==> config.mk <==
export PLATFORM = sky130hd
export DESIGN_NAME = tspf_out_buf
export DESIGN_NICKNAME = d
export VERILOG_FILES = /design/src/sv/tspf_pkg.sv /design/src/sv/tspf_out_buf.sv
export SDC_FILE = /design/constraint.sdc
export NUM_CORES = 1
export LEC_CHECK = 0
export BUFFER_PORTS_ARGS = -buffer_cell sky130_fd_sc_hd__buf_2
export CORE_UTILIZATION = 54
export DETAILED_ROUTE_END_ITERATION = 8
export GPL_TIMING_DRIVEN = 1
export PLACE_DENSITY = 0.86
export SETUP_SLACK_MARGIN = 0.05
export SKIP_CTS_REPAIR_TIMING = 1
export SLEW_MARGIN = 10
export SYNTH_ARGS = -nofsm -noshare
export SYNTH_HDL_FRONTEND = slang
export SYNTH_SLANG_ARGS = --single-unit
==> constraint.sdc <==
create_clock -name clk_i -period 2.9 [get_ports clk_i]
set_input_delay 0.58 -clock clk_i [delete_from_list [all_inputs] [get_ports clk_i]]
set_output_delay 0.58 -clock clk_i [all_outputs]
set_load 0.05 [all_outputs]
==> src/sv/tspf_pkg.sv <==
`timescale 1ns / 1ps
// Package: shared constants, codes and the output word type of the TS PID filter.
package tspf_pkg;

  localparam int PACKET_BYTES_DEF = 188;
  localparam int MAP_DEPTH_DEF    = 8192;

  localparam int POS_W   = 8;
  localparam int PID_W   = 13;
  localparam int START_W = 9;
  localparam int BYTE_W  = 8;

  localparam logic [BYTE_W-1:0]  SYNC_BYTE         = 8'h47;
  localparam logic [START_W-1:0] TS_BODY           = 9'd188;
  localparam logic [START_W-1:0] PAYLOAD_START_RST = 9'd4;
  localparam logic [START_W-1:0] ADAPT_HDR_BYTES   = 9'd5;

  localparam logic CMD_TS_BYTE = 1'b0;
  localparam logic CMD_SET_PID = 1'b1;

  localparam logic [POS_W-1:0] POS_SYNC      = 8'd0;
  localparam logic [POS_W-1:0] POS_PID_HI    = 8'd1;
  localparam logic [POS_W-1:0] POS_PID_LO    = 8'd2;
  localparam logic [POS_W-1:0] POS_AFC       = 8'd3;
  localparam logic [POS_W-1:0] POS_ADAPT_LEN = 8'd4;

  typedef enum logic [1:0] {
    AFC_RESERVED      = 2'd0,
    AFC_PAYLOAD       = 2'd1,
    AFC_ADAPT_ONLY    = 2'd2,
    AFC_ADAPT_PAYLOAD = 2'd3
  } afc_e;

  typedef struct packed {
    logic [BYTE_W-1:0] payload_byte;
    logic [PID_W-1:0]  packet_pid;
    logic              first_of_payload;
    logic              last_of_packet;
  } tspf_word_t;

endpackage

==> src/sv/tspf_out_buf.sv <==
`timescale 1ns / 1ps
// Output register with one skid entry for the payload word channel.
module tspf_out_buf (
  input  logic                clk_i,
  input  logic                rst_ni,
  input  logic                res_valid_i,
  input  tspf_pkg::tspf_word_t res_i,
  output logic                busy_o,
  output logic                out_valid_o,
  output tspf_pkg::tspf_word_t out_word_o,
  input  logic                out_stall_i
);
  import tspf_pkg::*;

  logic       out_v_q, out_v_d;
  logic       skid_v_q, skid_v_d;
  tspf_word_t out_q, out_d;
  tspf_word_t skid_q, skid_d;

  always_comb begin
    out_v_d  = out_v_q;
    out_d    = out_q;
    skid_v_d = skid_v_q;
    skid_d   = skid_q;
    if (!out_v_q || !out_stall_i) begin
      if (skid_v_q) begin
        out_v_d  = 1'b1;
        out_d    = skid_q;
        skid_v_d = 1'b0;
      end else begin
        out_v_d = res_valid_i;
        out_d   = res_i;
      end
    end else if (res_valid_i) begin
      skid_v_d = 1'b1;
      skid_d   = res_i;
    end
  end

  always_ff @(posedge clk_i or negedge rst_ni) begin
    if (!rst_ni) begin
      out_v_q  <= 1'b0;
      skid_v_q <= 1'b0;
    end else begin
      out_v_q  <= out_v_d;
      skid_v_q <= skid_v_d;
    end
  end

  always_ff @(posedge clk_i) begin
    out_q  <= out_d;
    skid_q <= skid_d;
  end

  assign busy_o      = skid_v_q;
  assign out_valid_o = out_v_q;
  assign out_word_o  = out_q;

endmodule
# --- After elaboration in Yosys (flattened, before gate mapping) ---
# Index checks and enable logic that the tools add are counted.
word_totals:
  register_bits: 48
  latch_bits: 0
  ramBits: 0
  rom_bits: 0
  output_inout_bits: 25
  n_memories: 0
classes:
  n_addsub: 0
  multipliers: 0
  n_div: 0
  magnitude_cmp: 0
  eq_ne: 0
  n_shift: 0
  n_mux: 4
  bitwise: 1
  reduce_logical: 5
ops:
  columns: ["cell", "count"]
  rows:
  - ["23-bit 2-to-1 mux", 1]
  - ["1-bit 2-to-1 mux", 3]
  - ["1-bit logical NOT", 2]
  - ["2-bit AND reduction", 1]
  - ["2-bit nonzero test", 1]
  - ["1-bit logical OR", 1]
  - ["1-bit inverter", 1]

# --- Depth between registers and ports, before layout ---
# Gate-level depths: netlist (run 1).
depth:
  depth_word: 4
  mapped_depth: 3

# --- Worst setup path before layout (run 1) ---
# Ideal clock, no wire load.
synth_path:
  path_kind: "reg2reg"
  from: "register out_v_q, in the netlist out_valid_o"
  to: "register skid_q[0] (netlist bit) (enable)"
  setup_ns: 0.382
  t_arrival_ns: 1.384
  setup_slack_ns: 1.135
  path_stages_with_launch: 2
  n_path_buf: 0
  synth_period_minus_slack_ns: 1.765
  cell_sequence: "dfrtp_1 -> and3_1"
synth_via:
  elab_chain_cells: 4
synth_rtl:
  columns: ["item", "line", "text"]
  rows:
  - ["start, declared", "tspf_out_buf.sv:15", "logic out_v_q, out_v_d;"]
  - ["start signal, assigned", "tspf_out_buf.sv:45", "out_v_q <= out_v_d;"]
  - ["1-bit logical NOT", "tspf_out_buf.sv:25", "if (!out_v_q || !out_stall_i) begin"]
  - ["1-bit logical OR", "tspf_out_buf.sv:25", null]
  - ["1-bit inverter (no source line)", null, null]
  - ["2-bit AND reduction (no source line)", null, null]
  - ["end signal, assigned", "tspf_out_buf.sv:52", "skid_q <= skid_d;"]
  - ["end, declared", "tspf_out_buf.sv:18", "tspf_word_t skid_q, skid_d;"]
# Every way passes these cells.
# A chain may end at the register's enable or synchronous reset.

# --- Final worst setup path (run 1) ---
layout_path:
  from: "register skid_v_q, in the netlist busy_o"
  to: "output port busy_o"
layout_rtl:
  columns: ["item", "line", "text"]
  rows:
  - ["start, declared", "tspf_out_buf.sv:16", "logic skid_v_q, skid_v_d;"]
  - ["start signal, assigned", "tspf_out_buf.sv:46", "skid_v_q <= skid_v_d;"]
  - ["end, declared", "tspf_out_buf.sv:8", "output logic busy_o,"]
# No word-level cell between the ends.

==> flow_metrics.tcl, run 1 <==
set metrics [dict create \
    clock_latency_ps 350 \
    maxSlewViolCount 0 \
    syn_to_final_growth_pct 18.92 \
    critPathRequiredTime_ps 2320 \
    drive_above_1_share_pct 59.71 \
    placed_cells 174 \
    p_leak_uw 0.0008939 \
    hold_viol_final 0 \
    syn_inst 78 \
    finalCritPeriodShare_pct 63.65 \
    synth_compound_area_share_pct 1.021 \
    synth-simple-area-share_pct 0.5446 \
    ctsRootBufferMaster "clkbuf_4" \
    drt_iter0_markers 6 \
    maxCapViolations 0 \
    holdCritStartpoint "res_i[21]" \
    grt_max_degree 24 \
    die-area_sq_um 3641 \
    final_antenna_net_count 0 \
    antenna_cells 0 \
    synthTopCellsByArea "edfxtp_1 75%, mux2_4 15%, mux2_2 3.1%, dfrtp_1 2.7%, buf_12 2.2%" \
    layout_commonest_cell "buf_2" \
    syn_area_sq_um 1838 \
    routabilityCongestion 0.6377 \
    yosysSeqAreaShare_pct 77.88 \
    grt_overflow 0 \
    ys_types 10 \
    numCtsBuffers 5 \
    syn_area_per_cell_sq_um 23.56 \
    ff2ff_setup_slack_ps 1620 \
    layout_common_cells "51 x buf_2, 46 x edfxtp_1, 18 x mux2_4" \
    worst_pin_slew_ps 298.6 \
    cts_buffer_depth 2 \
    drc 0 \
    grt_first_pass_wirelength_mm 4.008 \
    synth_xor_area_share_pct 0 \
    rows 20 \
    wl_per_cell_um 13.95 \
    worst_clock_skew_ps 7.376 \
    clkTransAtPathRegs_ps 130 \
    numPortBuffers 51 \
    nets 165 \
    antenna_found_initial 0 \
    min_period_ps 1846 \
    final_cells 183 \
    critical_path_class "register to primary output" \
    totalNegativeSetupSlack_ps 0 \
    syn_nets 105 \
    cts_tree "done" \
    synthMuxAreaShare_pct 17.77 \
    grt_pass1_vias 832 \
    htreeDepth 2 \
    synth_top_family_by_area "multiplexers" \
    finalSetupViolCount 0 \
    rsz0062_at_grt "false" \
    synth_top_area_cell "edfxtp_1" \
    cp_slowest_stage_delay_ps 370 \
    fmax_ghz 0.5418 \
    grt_use_total_pct 16.40 \
    maxSlewHeadroom_pct 80.10 \
    cpMaxStageDelayCell "dfrtp_1" \
    synthAdderAreaFrac_pct 0 \
    dpl.hpwl_mm 1.852 \
    cts.sinks 48 \
    cp_max_fo 14 \
    dieHeight_um 60.34 \
    ys_ff_latch 48 \
    max-vdd-ir-drop_mv 0.4641 \
    die_w_um 60.34 \
    status "complete, no violations" \
    powerDensity_nw_per_um2 624.7 \
    core_sq_um 3153 \
    firstDrtPassIters 3 \
    cp_cell_sequence "buf_4 > buf_2" \
    via_per_inst 4.809 \
    yosysWarnings 0 \
    synth_top_area_share_pct 75.15 \
    worstPathArrival_ps 1270 \
    routed-via-count 880 \
    io_pins 52 \
    crit_start "busy_o" \
    initial_core_util_pct 58.29 \
    start_kind "register" \
    drt_wl_total_mm 2.552 \
    rr_startpoint "out_valid_o" \
    cp-end-kind "primary output" \
    hp-class "input port to register" \
]
[state kept, by name, summed over array words and instances, names as in the netlist]
register / flops
skid_q: 23
out_valid_o: 1
out_word_o: 23
busy_o: 1
[critical path, delay by kind of cell (launching register included)]
family                 cells  cell delay [ps]
DFF                        1              370
buffers and inverters      2              550
[per-stage QoR]
stage | util (%) | instance area [sq um] | total power [uW] | hold WS [ps] | worst slack [ps]
6_report | 69.33 | 2186 | 1366 | 410.1 | 1054
5_1_grt | 69.33 | 2186 | 1419 | 392.2 | 963.6
4_1_cts | 69.01 | 2176 | 1374 | -21.33 | 1029
3_5_place_dp | 67.46 | 2127 | 1103 | 366.2 | 1346
3_3_place_gp | 67.46 | 2127 | 1096 | 365.5 | 1377
2_1_floorplan | - | 1838 | 1045 | 284.4 | 1135
[power breakdown]
group	internal (uW)	total, uW	switching (uW)
Sequential	818	830	12.3
Combinational	82.2	255	173
Clock	93.6	281	187
[worst paths after layout]
path / end / depth (start not counted)
min in group asynchronous: busy_o / 2
worst min register to register: out_word_o[10] / 1
worst max register to register: out_word_o[3] / 2
worst min-delay path: skid_q[21] / 1
max in group asynchronous: out_valid_o / 2
worst max-delay path: busy_o / 2
[synth_stat cells]
| library cell | number |
|---|---|
| buf_6 | 1 |
| mux2_4 | 18 |
| dfrtp_1 | 2 |
| a211o_1 | 1 |
| mux2_2 | 5 |
| and3_1 | 1 |
| nand2_1 | 1 |
| edfxtp_1 | 46 |
| buf_12 | 2 |
| o211a_1 | 1 |
[logic make-up after synthesis]
logic type / Yosys count
and+or+nand+nor: 2
AOI/OAI and AO/OA: 2
muxes: 23
DFF: 48
buffers and inverters: 3
[cell type report]
class,count,area (sq um)
clock inverter,1,3.754
sequential,48,1431
tap,44,55.05
fill,226,967.2
multi-input combinational,27,355.3
timing repair buffer,56,295.3
clock buffer,7,45.04
[routing by layer]
| layer | GRT usage, % | vias to the layer above | part of all wire, % |
|---|---|---|---|
| met5 | 0 | - | 0 |
| li1 | - | 428 | - |
| met4 | 5.980 | 0 | 1.3 |
| met1 | 19.08 | 416 | 39 |
| met2 | 27.47 | 32 | 55 |
| met3 | 6.610 | 4 | 4.4 |
(Power assumes the default switching activity.)
==> run 2, diff against run 1 <==
- ABC_AREA: unset -> 1
- CORE_UTILIZATION: 54 -> 50
- PLACE_DENSITY: 0.86 -> 0.81
- clock period: 2.9 -> 1.81 ns (I/O delays scaled with it)
==> flow_metrics.tcl, run 2 <==
set metrics [dict create \
    seqPwrFrac_pct 60.5 \
    finalCritPeriodShare_pct 82.59 \
    stdcell_area_sq_um 2158 \
    top_usage_layer "met2" \
    grt_overflow 0 \
    max-vdd-ir-drop_mv 0.6518 \
    cts_tree "done" \
    routed-via-count 1119 \
    worst_pin_slew_ps 346.9 \
    core_sq_um 3390 \
    finalSetupViolCount 0 \
    drive_above_1_share_pct 39.57 \
    cpMaxStageDelayCell "dfrtp_1" \
    grt_util_met1_pct 16.43 \
    critPathBufInv 1 \
    yosysWarnings 0 \
    syn_area_sq_um 1808 \
    hold_end "skid_q[22]" \
    yosys_most_used_dff "edfxtp_1" \
    syn_area_per_cell_sq_um 14.02 \
    grt_use_total_pct 16.13 \
    clock_latency_ps 360 \
    yosysSeqAreaShare_pct 79.17 \
    ff2ff_setup_slack_ps 510 \
    met3_usage_pct 4.963 \
    rows 21 \
    maxSlewViolCount 0 \
    rr_startpoint "out_valid_o" \
    initial_core_util_pct 53.34 \
    maxSlewHeadroom_pct 76.85 \
    layout_common_cells "60 x nand2_1, 51 x buf_2, 46 x edfxtp_1" \
    worstPathArrival_ps 1130 \
    power_frac_clock_pct 20.7 \
    drt_iter0_markers 20 \
    syn_nets 156 \
    status "complete, no violations" \
    synth_common_cells "61 x nand2_1, 46 x edfxtp_1, 10 x nand2_2, 3 x buf_6, 3 x nor2_1" \
    numPortBuffers 51 \
    critPathRequiredTime_ps 1450 \
    io_pins 52 \
    drc 0 \
    fillCellCount 238 \
    synth_edf_count 46 \
    numCtsBuffers 5 \
    p_leak_uw 0.0009478 \
    synth_top_area_share_pct 76.40 \
    cts.sinks 48 \
    grt_max_degree 27 \
    synthTopCellsByArea "edfxtp_1 76%, nand2_1 13%, nand2_2 3.5%, dfrtp_1 2.8%, buf_6 1.9%" \
    cp_max_fo 4 \
    yosysMostFrequentCell "nand2_1" \
    hp-class "input port to register" \
    worst_clock_skew_ps 7.113 \
    p_int_uw 1552 \
    final_antenna_net_count 0 \
    power_uw 2215 \
    grt_pass1_vias 1084 \
    firstDrtPassIters 4 \
    p_switching_uw 662.1 \
    die_w_um 62.13 \
    synth-async-reset-ratio_pct 4.167 \
    cp-end-kind "primary output" \
    syn_to_final_growth_pct 19.38 \
    cp_cell_sequence "buf_2" \
    worstHoldPathCells 1 \
    rsz0062_at_grt "false" \
    clkTransAtPathRegs_ps 120 \
    die-area_sq_um 3860 \
    layout_commonest_cell "nand2_1" \
    p_comb_share_pct 18.8 \
    syn_inst 129 \
    reg2reg_depth 3 \
    antenna_found_initial 0 \
    synth_top_area_cell "edfxtp_1" \
    ys_types 10 \
    min_period_ps 1495 \
    placed_cell_area_sq_um 2097 \
    worst_r2r_endpoint "skid_q[5]" \
    fmax_ghz 0.6690 \
    totalNegativeSetupSlack_ps 0 \
    grt_first_pass_wirelength_mm 4.609 \
    htreeDepth 2 \
    swShare_pct 29.90 \
    routabilityCongestion 0.7333 \
    dieHeight_um 62.13 \
    hold_viol_final 0 \
    ys_ff_latch 48 \
    ctsRootBufferMaster "clkbuf_4" \
    via_per_inst 4.803 \
    nets 213 \
    holdCritStartpoint "res_i[22]" \
    drt_wl_total_mm 2.844 \
    cts_buffer_depth 2 \
    maxCapViolations 0 \
    powerDensity_nw_per_um2 1026 \
    dpl.hpwl_mm 2.031 \
    cp_slowest_stage_delay_ps 470 \
    start_kind "register" \
    wl_per_cell_um 12.21 \
    critical_path_class "register to primary output" \
    cp_top_family "flip-flops" \
    antenna_cells 0 \
    grtUsageMet2_pct 27.88 \
]
## run 2: per-layer routing
layer	routed length, um	up-vias
li1	-	544
met1	1040	524
met2	1521	42
met3	189	9
met4	93	0
met5	0	-
## run 2: worst max-delay path by stage
stage                start         to  slack (ps)  cells after the start
3_3_place_gp   out_stall_i  skid_q[6]         470                      4
3_5_place_dp   out_stall_i  skid_q[7]         450                      4
4_1_cts             busy_o     busy_o         310                      1
5_1_grt             busy_o     busy_o         270                      1
2_1_floorplan  out_valid_o  skid_q[0]          50                      2
6_report            busy_o     busy_o         320                      1
## run 2: power groups by stage
stage	Clock, uW	Sequential (uW)	Combinational (uW)
after floorplan	0	1570	113
after global placement	0	1360	407
after detailed placement	0	1370	417
after CTS	456	1340	417
after global routing	497	1350	443
final	458	1340	417
## run 2: worst reg2reg max path, cell delays in order, from the launching register on
cell,delay [ps]
dfrtp_1,410
nand2_4,220
nor2_4,180
buf_4,220
## run 2: through the flow
step,utilization (%),setup slack (ps),std cells,hold WS (ps)
after floorplan,-,52.80,129,66.41
after global placement,61.87,474.5,224,146.9
after detailed placement,61.87,445.4,224,151.8
after CTS,63.38,307.9,232,-241.9
after global routing,63.68,265.5,233,162.2
final,63.68,315.2,233,182.1
## run 2: cell families after synthesis
logic type             count (synthesis)  synth area share, %
AND/OR/NAND/NOR                       74                16.75
buffers and inverters                  7                4.083
flip-flops                            48                79.17
## run 2: area by class of cell
cell class / count / area [sq um] / area share (%)
clock buffer: 5 / 37.54 / 1.739
clock inverter: 3 / 13.76 / 0.6377
inverter: 2 / 12.51 / 0.5797
multi-input combinational: 74 / 317.8 / 14.72
sequential: 48 / 1431 / 66.32
tap: 46 / 57.56 / 2.667
timing repair buffer: 55 / 287.8 / 13.33
==> run 3, diff against run 2 <==
- CORE_UTILIZATION: 50 -> 45
- PLACE_DENSITY: 0.81 -> 0.77
- clock period: 1.81 -> 1.3 ns (I/O delays scaled with it)
==> flow_metrics.tcl, run 3 (synthesis results as in run 2) <==
set metrics [dict create \
    dieHeight_um 65.39 \
    drt_iter0_markers 56 \
    critPathRequiredTime_ps 1040 \
    layout_commonest_cell "nand2_1" \
    fmax_ghz 0.8154 \
    wl_per_cell_um 12.25 \
    cp_cell_sequence "buf_4" \
    grt_overflow 0 \
    power_uw 3546 \
    worst_clock_skew_ps 7.055 \
    finalCritPeriodShare_pct 94.33 \
    cp_max_fo 4 \
    hold_viol_final 0 \
    cts_tree "done" \
    fillCellCount 307 \
    hp-class "input port to register" \
    die_w_um 65.39 \
    critPathBufInv 1 \
    cpMaxStageDelayCell "dfrtp_2" \
    syn_to_final_growth_pct 26.16 \
    p_comb_share_pct 17.0 \
    timing.final.ws_setup_ps 73.66 \
    core_sq_um 3744 \
    final_antenna_net_count 0 \
    powerDensity_nw_per_um2 1554 \
    pre_cts_ws_ps 160.1 \
    worstPathArrival_ps 970 \
    seqPwrFrac_pct 52.7 \
    die-area_sq_um 4275 \
    cts.sinks 48 \
    drt_wl_total_mm 2.903 \
    cp_slowest_stage_delay_ps 460 \
    reg2reg_depth 3 \
    antenna_cells 0 \
    io_pins 52 \
    worst_pin_slew_ps 257.7 \
    routabilityCongestion 0.6897 \
    cts_buffer_depth 2 \
    grt_pass1_vias 1082 \
    p_switching_uw 983.4 \
    status "complete, no violations" \
    swShare_pct 27.74 \
    p_leak_uw 0.0009863 \
    dpl.hpwl_mm 2.157 \
    nets 215 \
    routed-via-count 1075 \
    maxSlewViolCount 0 \
    maxCapViolations 0 \
    finalSetupViolCount 0 \
    clkTransAtPathRegs_ps 90 \
    grt_max_degree 24 \
    worstHoldPathCells 1 \
    layout_common_cells "60 x nand2_1, 49 x buf_2, 46 x edfxtp_1" \
    start_kind "register" \
    ctsRootBufferMaster "clkbuf_8" \
    totalNegativeSetupSlack_ps 0 \
    max-vdd-ir-drop_mv 0.8465 \
    rsz0062_at_grt "true" \
    drive_above_1_share_pct 41.80 \
    numPortBuffers 51 \
    firstDrtPassIters 4 \
    numCtsBuffers 5 \
    cp_top_family "flip-flops" \
    clock_latency_ps 300 \
    power_frac_clock_pct 30.3 \
    p_int_uw 2562 \
    cp-end-kind "primary output" \
    grt_first_pass_wirelength_mm 4.795 \
    min_period_ps 1226 \
    cp_num_cells 1 \
    antenna_found_initial 0 \
    critical_path_class "register to primary output" \
    via_per_inst 4.536 \
    htreeDepth 2 \
    initial_core_util_pct 48.30 \
    rows 22 \
    maxSlewHeadroom_pct 82.94 \
    grt_use_total_pct 16.01 \
    drc 0 \
]
## run 3: cell count changes in the layout (fill, tap and decap cells not counted), moves of 2 or more
cell and delta:
buf_2 -2, buf_12 +2, dfrtp_2 +2, dfrtp_1 -2, clkinv_2 -2, buf_4 +2, clkbuf_8 +5, clkbuf_4 -5
## run 3: power by group through the flow
stage / Sequential (uW) / Combinational [uW] / Clock (uW)
final: 1870 / 602 / 1080
after global routing: 1880 / 645 / 1170
after CTS: 1870 / 605 / 1100
after detailed placement: 1900 / 604 / 0
after global placement: 1900 / 594 / 0
after floorplan: 2190 / 159 / 0
## run 3: worst paths after layout
path	start	to	slack, ps
worst max-delay path	busy_o	busy_o	70
worst min-delay path	res_i[21]	skid_q[21]	150
max in group asynchronous	rst_ni	busy_o	940
worst max register to register	out_valid_o	skid_q[22]	160
worst min register to register	skid_q[0]	out_word_o[0]	520
min in group asynchronous	rst_ni	out_valid_o	260
## run 3: routing by layer
layer  vias to the layer above  track usage (%)  part of all wire (%)
met3                         7            6.424                   7.4
li1                        547                -                     -
met5                         -                0                     0
met1                       478            18.94                    45
met2                        43            25.64                    46
met4                         0            7.065                   1.8
## run 3: layout make-up
class                      instances  area [sq um]  area share, %
tap                               48         60.06          2.633
timing repair buffer              57         332.8          14.59
sequential                        48          1434          62.86
clock inverter                     3         46.29          2.030
inverter                           2         12.51         0.5485
clock buffer                       5         68.82          3.017
multi-input combinational         74         326.6          14.32
## run 3: per-stage QoR
| stage | cells | util [%] | hold WS, ps | area (sq um) |
|---|---|---|---|---|
| 3_5_place_dp | 228 | 57.45 | 47.62 | 2151 |
| 2_1_floorplan | 129 | - | -35.59 | 1834 |
| 6_report | 237 | 60.93 | 146.2 | 2281 |
| 4_1_cts | 236 | 60.53 | -288.5 | 2266 |
| 3_3_place_gp | 228 | 57.45 | 44.84 | 2151 |
| 5_1_grt | 237 | 60.93 | 134.5 | 2281 |
